===== src/srpd_pkg.sv =====
`default_nettype none

package srpd_pkg;

	// Command codes carried on the input channel.
	localparam logic [1:0] CMD_BYTE = 2'd0;
	localparam logic [1:0] CMD_TICK = 2'd1;
	localparam logic [1:0] CMD_ARM  = 2'd2;

	// Status codes of the final item of a reply.
	localparam logic [2:0] ST_OK         = 3'd0;
	localparam logic [2:0] ST_TIMEOUT    = 3'd1;
	localparam logic [2:0] ST_BAD_HEADER = 3'd2;
	localparam logic [2:0] ST_BAD_LENGTH = 3'd3;
	localparam logic [2:0] ST_BAD_SUM    = 3'd4;

	// Configuration register indexes.
	localparam logic REG_DEVICE_ADDRESS = 1'b0;
	localparam logic REG_TIMEOUT_TICKS  = 1'b1;

	localparam logic [31:0] DEVICE_ADDRESS_RESET = 32'hFFFF_FFFF;
	localparam logic [15:0] TIMEOUT_TICKS_RESET  = 16'd2000;

	// Frame constants.
	localparam logic [7:0]  HEADER_BYTE      = 8'hEF;
	localparam logic [7:0]  VERSION_BYTE     = 8'h01;
	localparam logic [7:0]  REPLY_PID        = 8'h07;
	localparam logic [15:0] MIN_LENGTH       = 16'd3;
	localparam logic [15:0] MAX_PACKET_BYTES = 16'd96;
	localparam logic [15:0] CHECKSUM_BYTES   = 16'd2;

	typedef enum logic [2:0] {
		PH_IDLE,
		PH_HUNT,
		PH_PREFIX,
		PH_PAYLOAD,
		PH_CK_HIGH,
		PH_CK_LOW
	} phase_t;

	typedef struct packed {
		logic [7:0] data_byte;
		logic       is_status;
		logic [2:0] status;
		logic [6:0] payload_length;
		logic       address_mismatch;
	} item_t;

endpackage

`default_nettype wire


===== src/sensor_reply_packet_deframer_top.sv =====
// Channel   Direction  Handshake            Beat contents
// in        input      in_valid / in_ready  command, rx_byte
// out       output     out_valid/out_ready  data_byte, is_status, status,
//                                           payload_length, address_mismatch
// cfg       input      cfg_we (no wait)     cfg_index, cfg_wdata
//
// One input beat per cycle while the output is not stalled: a beat is registered
// in the input register, processed by the parser when it leaves that register,
// and its result, if any, is then registered in the output register.
// While a result waits on out_ready the input register takes one more beat,
// then in_ready stays low until the result is taken.
// Reset returns the parser to idle and the config and valid registers to reset values.
`default_nettype none

module sensor_reply_packet_deframer_top (
	input  wire logic        clk,
	input  wire logic        arst_n,
	input  wire logic        in_valid,
	output logic             in_ready,
	input  wire logic [1:0]  command,
	input  wire logic [7:0]  rx_byte,
	output logic             out_valid,
	input  wire logic        out_ready,
	output logic [7:0]       data_byte,
	output logic             is_status,
	output logic [2:0]       status,
	output logic [6:0]       payload_length,
	output logic             address_mismatch,
	input  wire logic        cfg_we,
	input  wire logic        cfg_index,
	input  wire logic [31:0] cfg_wdata
);

	logic [31:0]     dev_addr_q;
	logic [15:0]     tmo_q;
	logic            valid_s1;
	logic [1:0]      cmd_s1;
	logic [7:0]      rx_s1;
	logic            out_valid_q;
	srpd_pkg::item_t item_q;
	srpd_pkg::item_t item;
	logic            emit;
	logic            advance;

	assign advance  = valid_s1 && (!out_valid_q || out_ready);
	assign in_ready = !valid_s1 || advance;

	always_ff @(posedge clk or negedge arst_n) begin
		if (!arst_n) begin
			dev_addr_q <= srpd_pkg::DEVICE_ADDRESS_RESET;
			tmo_q      <= srpd_pkg::TIMEOUT_TICKS_RESET;
		end else if (cfg_we) begin
			if (cfg_index == srpd_pkg::REG_DEVICE_ADDRESS) begin
				dev_addr_q <= cfg_wdata;
			end else if (cfg_index == srpd_pkg::REG_TIMEOUT_TICKS) begin
				tmo_q <= cfg_wdata[15:0];
			end
		end
	end

	always_ff @(posedge clk or negedge arst_n) begin
		if (!arst_n) begin
			valid_s1 <= 1'b0;
		end else if (in_valid && in_ready) begin
			valid_s1 <= 1'b1;
		end else if (advance) begin
			valid_s1 <= 1'b0;
		end
	end

	always_ff @(posedge clk) begin
		if (in_valid && in_ready) begin
			cmd_s1 <= command;
			rx_s1  <= rx_byte;
		end
	end

	srpd_parser u_parser (
		.clk       (clk),
		.arst_n    (arst_n),
		.step      (advance),
		.cmd       (cmd_s1),
		.rx        (rx_s1),
		.dev_addr  (dev_addr_q),
		.tmo_ticks (tmo_q),
		.emit      (emit),
		.item      (item)
	);

	always_ff @(posedge clk or negedge arst_n) begin
		if (!arst_n) begin
			out_valid_q <= 1'b0;
		end else if (advance && emit) begin
			out_valid_q <= 1'b1;
		end else if (out_ready) begin
			out_valid_q <= 1'b0;
		end
	end

	always_ff @(posedge clk) begin
		if (advance && emit) begin
			item_q <= item;
		end
	end

	assign out_valid        = out_valid_q;
	assign data_byte        = item_q.data_byte;
	assign is_status        = item_q.is_status;
	assign status           = item_q.status;
	assign payload_length   = item_q.payload_length;
	assign address_mismatch = item_q.address_mismatch;

endmodule

`default_nettype wire


===== src/srpd_parser.sv =====
`default_nettype none

module srpd_parser (
	input  wire logic             clk,
	input  wire logic             arst_n,
	input  wire logic             step,
	input  wire logic [1:0]       cmd,
	input  wire logic [7:0]       rx,
	input  wire logic [31:0]      dev_addr,
	input  wire logic [15:0]      tmo_ticks,
	output logic                  emit,
	output srpd_pkg::item_t       item
);

	// Position of each byte in the prefix that follows the header.
	localparam logic [2:0] PFX_VERSION   = 3'd0;
	localparam logic [2:0] PFX_ADDR_LAST = 3'd4;
	localparam logic [2:0] PFX_PID       = 3'd5;
	localparam logic [2:0] PFX_LEN_HIGH  = 3'd6;
	localparam logic [2:0] PFX_LEN_LOW   = 3'd7;

	srpd_pkg::phase_t phase_q, phase_d;
	logic [2:0]  pfx_q, pfx_d;
	logic [23:0] addr_q, addr_d;
	logic [7:0]  len_hi_q, len_hi_d;
	logic [6:0]  plen_q, plen_d;
	logic [6:0]  cnt_q, cnt_d;
	logic [15:0] sum_q, sum_d;
	logic [7:0]  ck_hi_q, ck_hi_d;
	logic [15:0] elapsed_q, elapsed_d;
	logic        bad_q, bad_d;
	logic        mism_q, mism_d;

	logic [15:0] elapsed_inc;
	logic [15:0] limit;
	logic        timed_out;
	logic [15:0] len_full;
	logic [15:0] len_minus;
	logic        len_ok;
	logic [15:0] sum_init;
	logic [6:0]  cnt_inc;
	logic        last_byte;
	logic        active;

	assign active      = (phase_q != srpd_pkg::PH_IDLE);
	assign elapsed_inc = (elapsed_q != 16'hFFFF) ? elapsed_q + 16'd1 : elapsed_q;
	assign limit       = (tmo_ticks == 16'd0) ? 16'd1 : tmo_ticks;
	assign timed_out   = (elapsed_inc >= limit);
	assign len_full    = {len_hi_q, rx};
	assign len_minus   = len_full - srpd_pkg::CHECKSUM_BYTES;
	assign len_ok      = (len_full >= srpd_pkg::MIN_LENGTH) &&
	                     (len_full <= srpd_pkg::MAX_PACKET_BYTES);
	assign sum_init    = {8'h00, srpd_pkg::REPLY_PID} + {8'h00, len_hi_q} + {8'h00, rx};
	assign cnt_inc     = cnt_q + 7'd1;
	assign last_byte   = (cnt_inc >= plen_q);

	always_comb begin
		phase_d = phase_q;
		if (step) begin
			if (cmd == srpd_pkg::CMD_ARM) begin
				phase_d = srpd_pkg::PH_HUNT;
			end else if (cmd == srpd_pkg::CMD_TICK) begin
				if (active && timed_out) begin
					phase_d = srpd_pkg::PH_IDLE;
				end
			end else if (cmd == srpd_pkg::CMD_BYTE) begin
				case (phase_q)
					srpd_pkg::PH_HUNT: begin
						if (rx == srpd_pkg::HEADER_BYTE) begin
							phase_d = srpd_pkg::PH_PREFIX;
						end
					end
					srpd_pkg::PH_PREFIX: begin
						if (pfx_q == PFX_LEN_LOW) begin
							phase_d = (bad_q || !len_ok) ? srpd_pkg::PH_IDLE
							                             : srpd_pkg::PH_PAYLOAD;
						end
					end
					srpd_pkg::PH_PAYLOAD: begin
						if (last_byte) begin
							phase_d = srpd_pkg::PH_CK_HIGH;
						end
					end
					srpd_pkg::PH_CK_HIGH: phase_d = srpd_pkg::PH_CK_LOW;
					srpd_pkg::PH_CK_LOW:  phase_d = srpd_pkg::PH_IDLE;
					default:              phase_d = srpd_pkg::PH_IDLE;
				endcase
			end
		end
	end

	always_comb begin
		emit = 1'b0;
		item = '0;
		if (step && active) begin
			if (cmd == srpd_pkg::CMD_TICK) begin
				if (timed_out) begin
					emit                  = 1'b1;
					item.is_status        = 1'b1;
					item.status           = srpd_pkg::ST_TIMEOUT;
					item.address_mismatch = mism_q;
				end
			end else if (cmd == srpd_pkg::CMD_BYTE) begin
				case (phase_q)
					srpd_pkg::PH_PREFIX: begin
						if (pfx_q == PFX_LEN_LOW && (bad_q || !len_ok)) begin
							emit                  = 1'b1;
							item.is_status        = 1'b1;
							item.status           = bad_q ? srpd_pkg::ST_BAD_HEADER
							                              : srpd_pkg::ST_BAD_LENGTH;
							item.address_mismatch = mism_q;
						end
					end
					srpd_pkg::PH_PAYLOAD: begin
						emit           = 1'b1;
						item.data_byte = rx;
					end
					srpd_pkg::PH_CK_LOW: begin
						emit                  = 1'b1;
						item.is_status        = 1'b1;
						item.address_mismatch = mism_q;
						if ({ck_hi_q, rx} == sum_q) begin
							item.status         = srpd_pkg::ST_OK;
							item.payload_length = plen_q;
						end else begin
							item.status = srpd_pkg::ST_BAD_SUM;
						end
					end
					default: begin
						emit = 1'b0;
					end
				endcase
			end
		end
	end

	always_comb begin
		pfx_d     = pfx_q;
		addr_d    = addr_q;
		len_hi_d  = len_hi_q;
		plen_d    = plen_q;
		cnt_d     = cnt_q;
		sum_d     = sum_q;
		ck_hi_d   = ck_hi_q;
		elapsed_d = elapsed_q;
		bad_d     = bad_q;
		mism_d    = mism_q;
		if (step) begin
			if (cmd == srpd_pkg::CMD_ARM) begin
				pfx_d     = '0;
				addr_d    = '0;
				len_hi_d  = '0;
				plen_d    = '0;
				cnt_d     = '0;
				sum_d     = '0;
				ck_hi_d   = '0;
				elapsed_d = '0;
				bad_d     = 1'b0;
				mism_d    = 1'b0;
			end else if (active && cmd == srpd_pkg::CMD_TICK) begin
				elapsed_d = elapsed_inc;
			end else if (active && cmd == srpd_pkg::CMD_BYTE) begin
				case (phase_q)
					srpd_pkg::PH_HUNT: begin
						if (rx == srpd_pkg::HEADER_BYTE) begin
							pfx_d     = '0;
							elapsed_d = '0;
						end
					end
					srpd_pkg::PH_PREFIX: begin
						if (pfx_q != PFX_LEN_LOW) begin
							pfx_d = pfx_q + 3'd1;
						end
						if (pfx_q == PFX_VERSION) begin
							if (rx != srpd_pkg::VERSION_BYTE) begin
								bad_d = 1'b1;
							end
						end else if (pfx_q <= PFX_ADDR_LAST) begin
							// Only the three earlier address bytes need keeping; the
							// last one is compared as it arrives.
							addr_d = {addr_q[15:0], rx};
							if (pfx_q == PFX_ADDR_LAST) begin
								mism_d = ({addr_q, rx} != dev_addr);
							end
						end else if (pfx_q == PFX_PID) begin
							if (rx != srpd_pkg::REPLY_PID) begin
								bad_d = 1'b1;
							end
						end else if (pfx_q == PFX_LEN_HIGH) begin
							len_hi_d = rx;
						end else if (!bad_q && len_ok) begin
							sum_d     = sum_init;
							cnt_d     = '0;
							ck_hi_d   = '0;
							elapsed_d = '0;
							plen_d    = len_minus[6:0];
						end
					end
					srpd_pkg::PH_PAYLOAD: begin
						sum_d = sum_q + {8'h00, rx};
						cnt_d = cnt_inc;
					end
					srpd_pkg::PH_CK_HIGH: begin
						ck_hi_d = rx;
					end
					default: begin
						ck_hi_d = ck_hi_q;
					end
				endcase
			end
		end
	end

	always_ff @(posedge clk or negedge arst_n) begin
		if (!arst_n) begin
			phase_q   <= srpd_pkg::PH_IDLE;
			pfx_q     <= '0;
			addr_q    <= '0;
			len_hi_q  <= '0;
			plen_q    <= '0;
			cnt_q     <= '0;
			sum_q     <= '0;
			ck_hi_q   <= '0;
			elapsed_q <= '0;
			bad_q     <= 1'b0;
			mism_q    <= 1'b0;
		end else begin
			phase_q   <= phase_d;
			pfx_q     <= pfx_d;
			addr_q    <= addr_d;
			len_hi_q  <= len_hi_d;
			plen_q    <= plen_d;
			cnt_q     <= cnt_d;
			sum_q     <= sum_d;
			ck_hi_q   <= ck_hi_d;
			elapsed_q <= elapsed_d;
			bad_q     <= bad_d;
			mism_q    <= mism_d;
		end
	end

endmodule

`default_nettype wire


===== config.mk =====
export PLATFORM = sky130hd
export DESIGN_NAME = sensor_reply_packet_deframer_top
export DESIGN_NICKNAME = d
export VERILOG_FILES = /design/src/srpd_pkg.sv /design/src/sensor_reply_packet_deframer_top.sv /design/src/srpd_parser.sv
export SDC_FILE = /design/constraint.sdc
export NUM_CORES = 1
export LEC_CHECK = 0
export BUFFER_PORTS_ARGS = -buffer_cell sky130_fd_sc_hd__buf_4
export CAP_MARGIN = 20
export CORE_UTILIZATION = 61
export DETAILED_ROUTE_END_ITERATION = 16
export MAX_ROUTING_LAYER = met4
export PLACE_DENSITY = 0.86
export SYNTH_ARGS = -nofsm -noshare
export SYNTH_HDL_FRONTEND = slang
export SYNTH_HIERARCHICAL = 1
export SYNTH_SLANG_ARGS = --single-unit

===== constraint.sdc =====
create_clock -name clk -period 4.9 [get_ports clk]
set_input_delay 0.49 -clock clk [delete_from_list [all_inputs] [get_ports clk]]
set_output_delay 0.49 -clock clk [all_outputs]
set_load 0.02 [all_outputs]

==> results.py <==
metrics = {
    "power_and_ir_drop": {
        "p_total_mw": 4.955,
        "cellLeakagePower_nw": 5.131,
        "ir_drop_v": 0.0003292,
        "p_per_area_nw_per_um2": 435.4,
    },
    "grt": {
        "grt_usage_pct": 30.82,
        "grt_pass1_vias": 7306,
        "grt_antenna_before_repair": 0,
        "grt_pass1_wl_mm": 37.92,
        "grt_max_degree": 105,
        "overflow": 0,
    },
    "clock_network": {
        "h-tree-depth": 4,
        "clock_latency_ns": 0.44,
        "cts.hold.buffers_added": 0,
        "postCtsSetupRepairBufs": 0,
        "clk_pin_slew_worst_paths_ns": 0.07,
        "tritoncts": "built",
        "clock-sinks": 174,
        "cts-buffers-inserted": 17,
        "cts_buffer_depth": 2,
        "ctsResizeCount": 0,
        "root_buffer": "clkbuf_16",
    },
    "synth": {
        "netlist_instances": 922,
        "ys_warn_count": 6,
        "postSynth.asyncResetShare_pct": 82.76,
        "yosysSeqAreaShare_pct": 45.08,
        "postSynthAreaPerCell_um2": 10.95,
        "synth_edf_count": 30,
        "syn_area_um2": 10100,
        "synth_cell_types": 81,
        "synth_fp_nets": 1030,
        "ys.flop_type": "dfrtp_1",
        "yosys_register_bits": 174,
    },
    "worst_setup_path": {
        "r2r_slack_ns": 0.56,
        "crit_top_cell": "nand4_1",
        "cp-end-kind": "flip-flop",
        "path_cells": "nand4_1, nor2_1, a31oi_1, and4_1, xor2_1, ha_1, nand4_1, or4_1, nor3_1, o311ai_0, a21oi_1, nand2_1, nor2b_1, buf_4",
        "crit_required_ns": 5.02,
        "arrival_ns": 4.46,
        "start_kind": "flip-flop",
        "worstReg2RegEnd": "data_byte[1]$_DFFE_PP_",
        "rr_startpoint": "u_parser/elapsed_q[3]$_DFFE_PN0P_",
        "crit_type": "reg -> reg",
        "critPathMaxStageDelay_ns": 0.49,
        "slowest_stage": "or4_1",
        "crit_fanout": 20,
        "reg2reg_depth": 14,
    },
    "timing": {
        "rsz0062_at_grt": "no",
        "max_freq_ghz": 0.2305,
        "setup_slack_ns": 0.5621,
        "hold_viol": 0,
        "tightest_slew_ns": 1.017,
        "drv_slew": 0,
        "skew_ns": 0.01499,
        "fin_setup_tns_ns": 0,
        "relSlewSlack_pct": 31.66,
        "fin_crit_sh_pct": 88.53,
        "setup_violations": 0,
        "finalCriticalPeriod_ns": 4.338,
        "whs_ns": 0.1567,
    },
    "detailed_routing": {
        "first_pass_iters": 7,
        "vias": 7579,
        "drt_iter0_drc": 851,
        "postRouteAntennaNets": 0,
        "wirelength_mm": 23.82,
        "drc": 0,
        "routedWlPerCell_um": 19.60,
        "drt-vias-per-instance": 6.238,
    },
    "die": {
        "dieHeight_um": 130.7,
        "boundaryPins": 70,
        "die_x_um": 130.7,
        "rows": 46,
        "coreArea_um2": 16000,
        "dieArea_um2": 17070,
        "start_util_pct": 63.11,
    },
    "layout": {
        "final_layout_size_suffix_gt1_share_pct": 25.03,
        "area_delta_synth_final_pct": 12.69,
        "fill_cells": 1148,
        "layout_commonest_cell": "dfrtp_1",
        "layout_common_cells": "dfrtp_1, buf_4, ha_1",
        "diodes": 0,
        "final_cells": 1215,
        "final_area_um2": 11380,
        "finalNetCount": 1094,
        "fin_util_pct": 71.11,
    },
    "placed_design": {
        "io_buffer_count": 69,
        "dp_slack_ns": 0.6301,
        "placed_cells": 1181,
        "placed_area_um2": 10760,
        "gp_congestion": 0.9210,
        "dpl.hpwl_mm": 16.40,
    },
    "run_status": {
        "status": "complete, no violations",
    },
    "job": {
        "maxCapViolations": 0,
    },
    "worst_hold_path": {
        "hold_path_class": "in -> async",
    },
}
-- critical path: cells and delay by family (launching register included) --
family	cells	cell delay, ns
AOI/OAI and AO/OA	3	0.79
DFF	1	0.47
xor gates and xnor gates	1	0.15
buffers and inverters	1	0.25
and+or+nand+nor	8	2.03
adders and majority gates	1	0.31
-- where the power goes --
group	total [mW]	internal, mW	switching, mW	leakage, nW
clock	1.38	0.744	0.640	0.301
combinational	1.48	0.711	0.771	2.77
sequential	2.09	1.79	0.303	2.06
total	4.95	3.24	1.71	5.13
-- cells by family after synthesis --
logic type,count (synthesis),synth area share [%]
and+or+nand+nor,265,14.49
AOI/OAI and AO/OA,186,12.57
DFF,174,45.08
buffers and inverters,85,3.990
muxes,84,10.40
xor gates and xnor gates,68,5.898
adders and majority gates,60,7.584
-- worst max path at each step --
stage	slack, ns	start	end
2_1_floorplan	0.39	u_parser/elapsed_q[8]$_DFFE_PN0P_	address_mismatch$_DFFE_PP_
3_3_place_gp	0.81	u_parser/elapsed_q[3]$_DFFE_PN0P_	payload_length[6]$_DFFE_PP_
3_5_place_dp	0.63	u_parser/elapsed_q[3]$_DFFE_PN0P_	payload_length[2]$_DFFE_PP_
4_1_cts	0.63	u_parser/elapsed_q[3]$_DFFE_PN0P_	data_byte[1]$_DFFE_PP_
5_1_grt	0.26	u_parser/elapsed_q[3]$_DFFE_PN0P_	status[1]$_DFFE_PP_
6_report	0.56	u_parser/elapsed_q[3]$_DFFE_PN0P_	data_byte[1]$_DFFE_PP_
-- sequential cells by signal (all words and copies together) (netlist names), 8 cells and up --
register and flops:
u_parser/sum_q 16, u_parser/addr_q 24, dev_addr_q 32, u_parser/ck_hi_q 8, data_byte 8, u_parser/len_hi_q 8, u_parser/elapsed_q 16, tmo_q 16
rx_s1 8
-- cell type report --
| cell class | count | area, µm² | area share [%] |
|---|---|---|---|
| clock buffers | 18 | 439.2 | 3.860 |
| clock inverters | 14 | 166.4 | 1.463 |
| inverters | 50 | 187.7 | 1.649 |
| multi-input cells | 663 | 5161 | 45.36 |
| flip-flops and latches | 174 | 4552 | 40.00 |
| well taps | 216 | 270.3 | 2.375 |
| repair buffers | 80 | 601.8 | 5.289 |
-- layer usage --
metal	up-vias	share of wire (%)	routed length [µm]	GRT usage (%)
met5	-	0	0	-
met2	353	47	11240	48.18
met3	67	7.4	1759	8.347
li1	3476	-	-	-
met1	3683	42	10110	38.39
met4	0	3.0	716	11.56
-- synthesized netlist by cell type (all sizes together), types with 9 or more instances --
cell      n  area share, %
and3     10           0.64
dfstp    38            9.9
xnor2    22            1.9
nor4     20            1.5
dfrtp   106             26
nor2     53            2.0
a21o      9           0.67
o21ai    36            1.8
or4       9           0.78
xor2     46            4.0
buf      19            1.5
nand2    58            2.2
and2     19            1.2
o31ai    12           0.99
edfxtp   30            8.9
nor2b    23            1.4
a21oi    38            1.9
nand3    16           0.79
a31oi    15           0.93
a22o      9           0.78
mux2     77            9.7
nand4    13           0.81
ha       58            7.2
clkbuf   16           0.59
inv      49            1.8
o21a     11           0.82
Power figures use the tool's default switching activity.
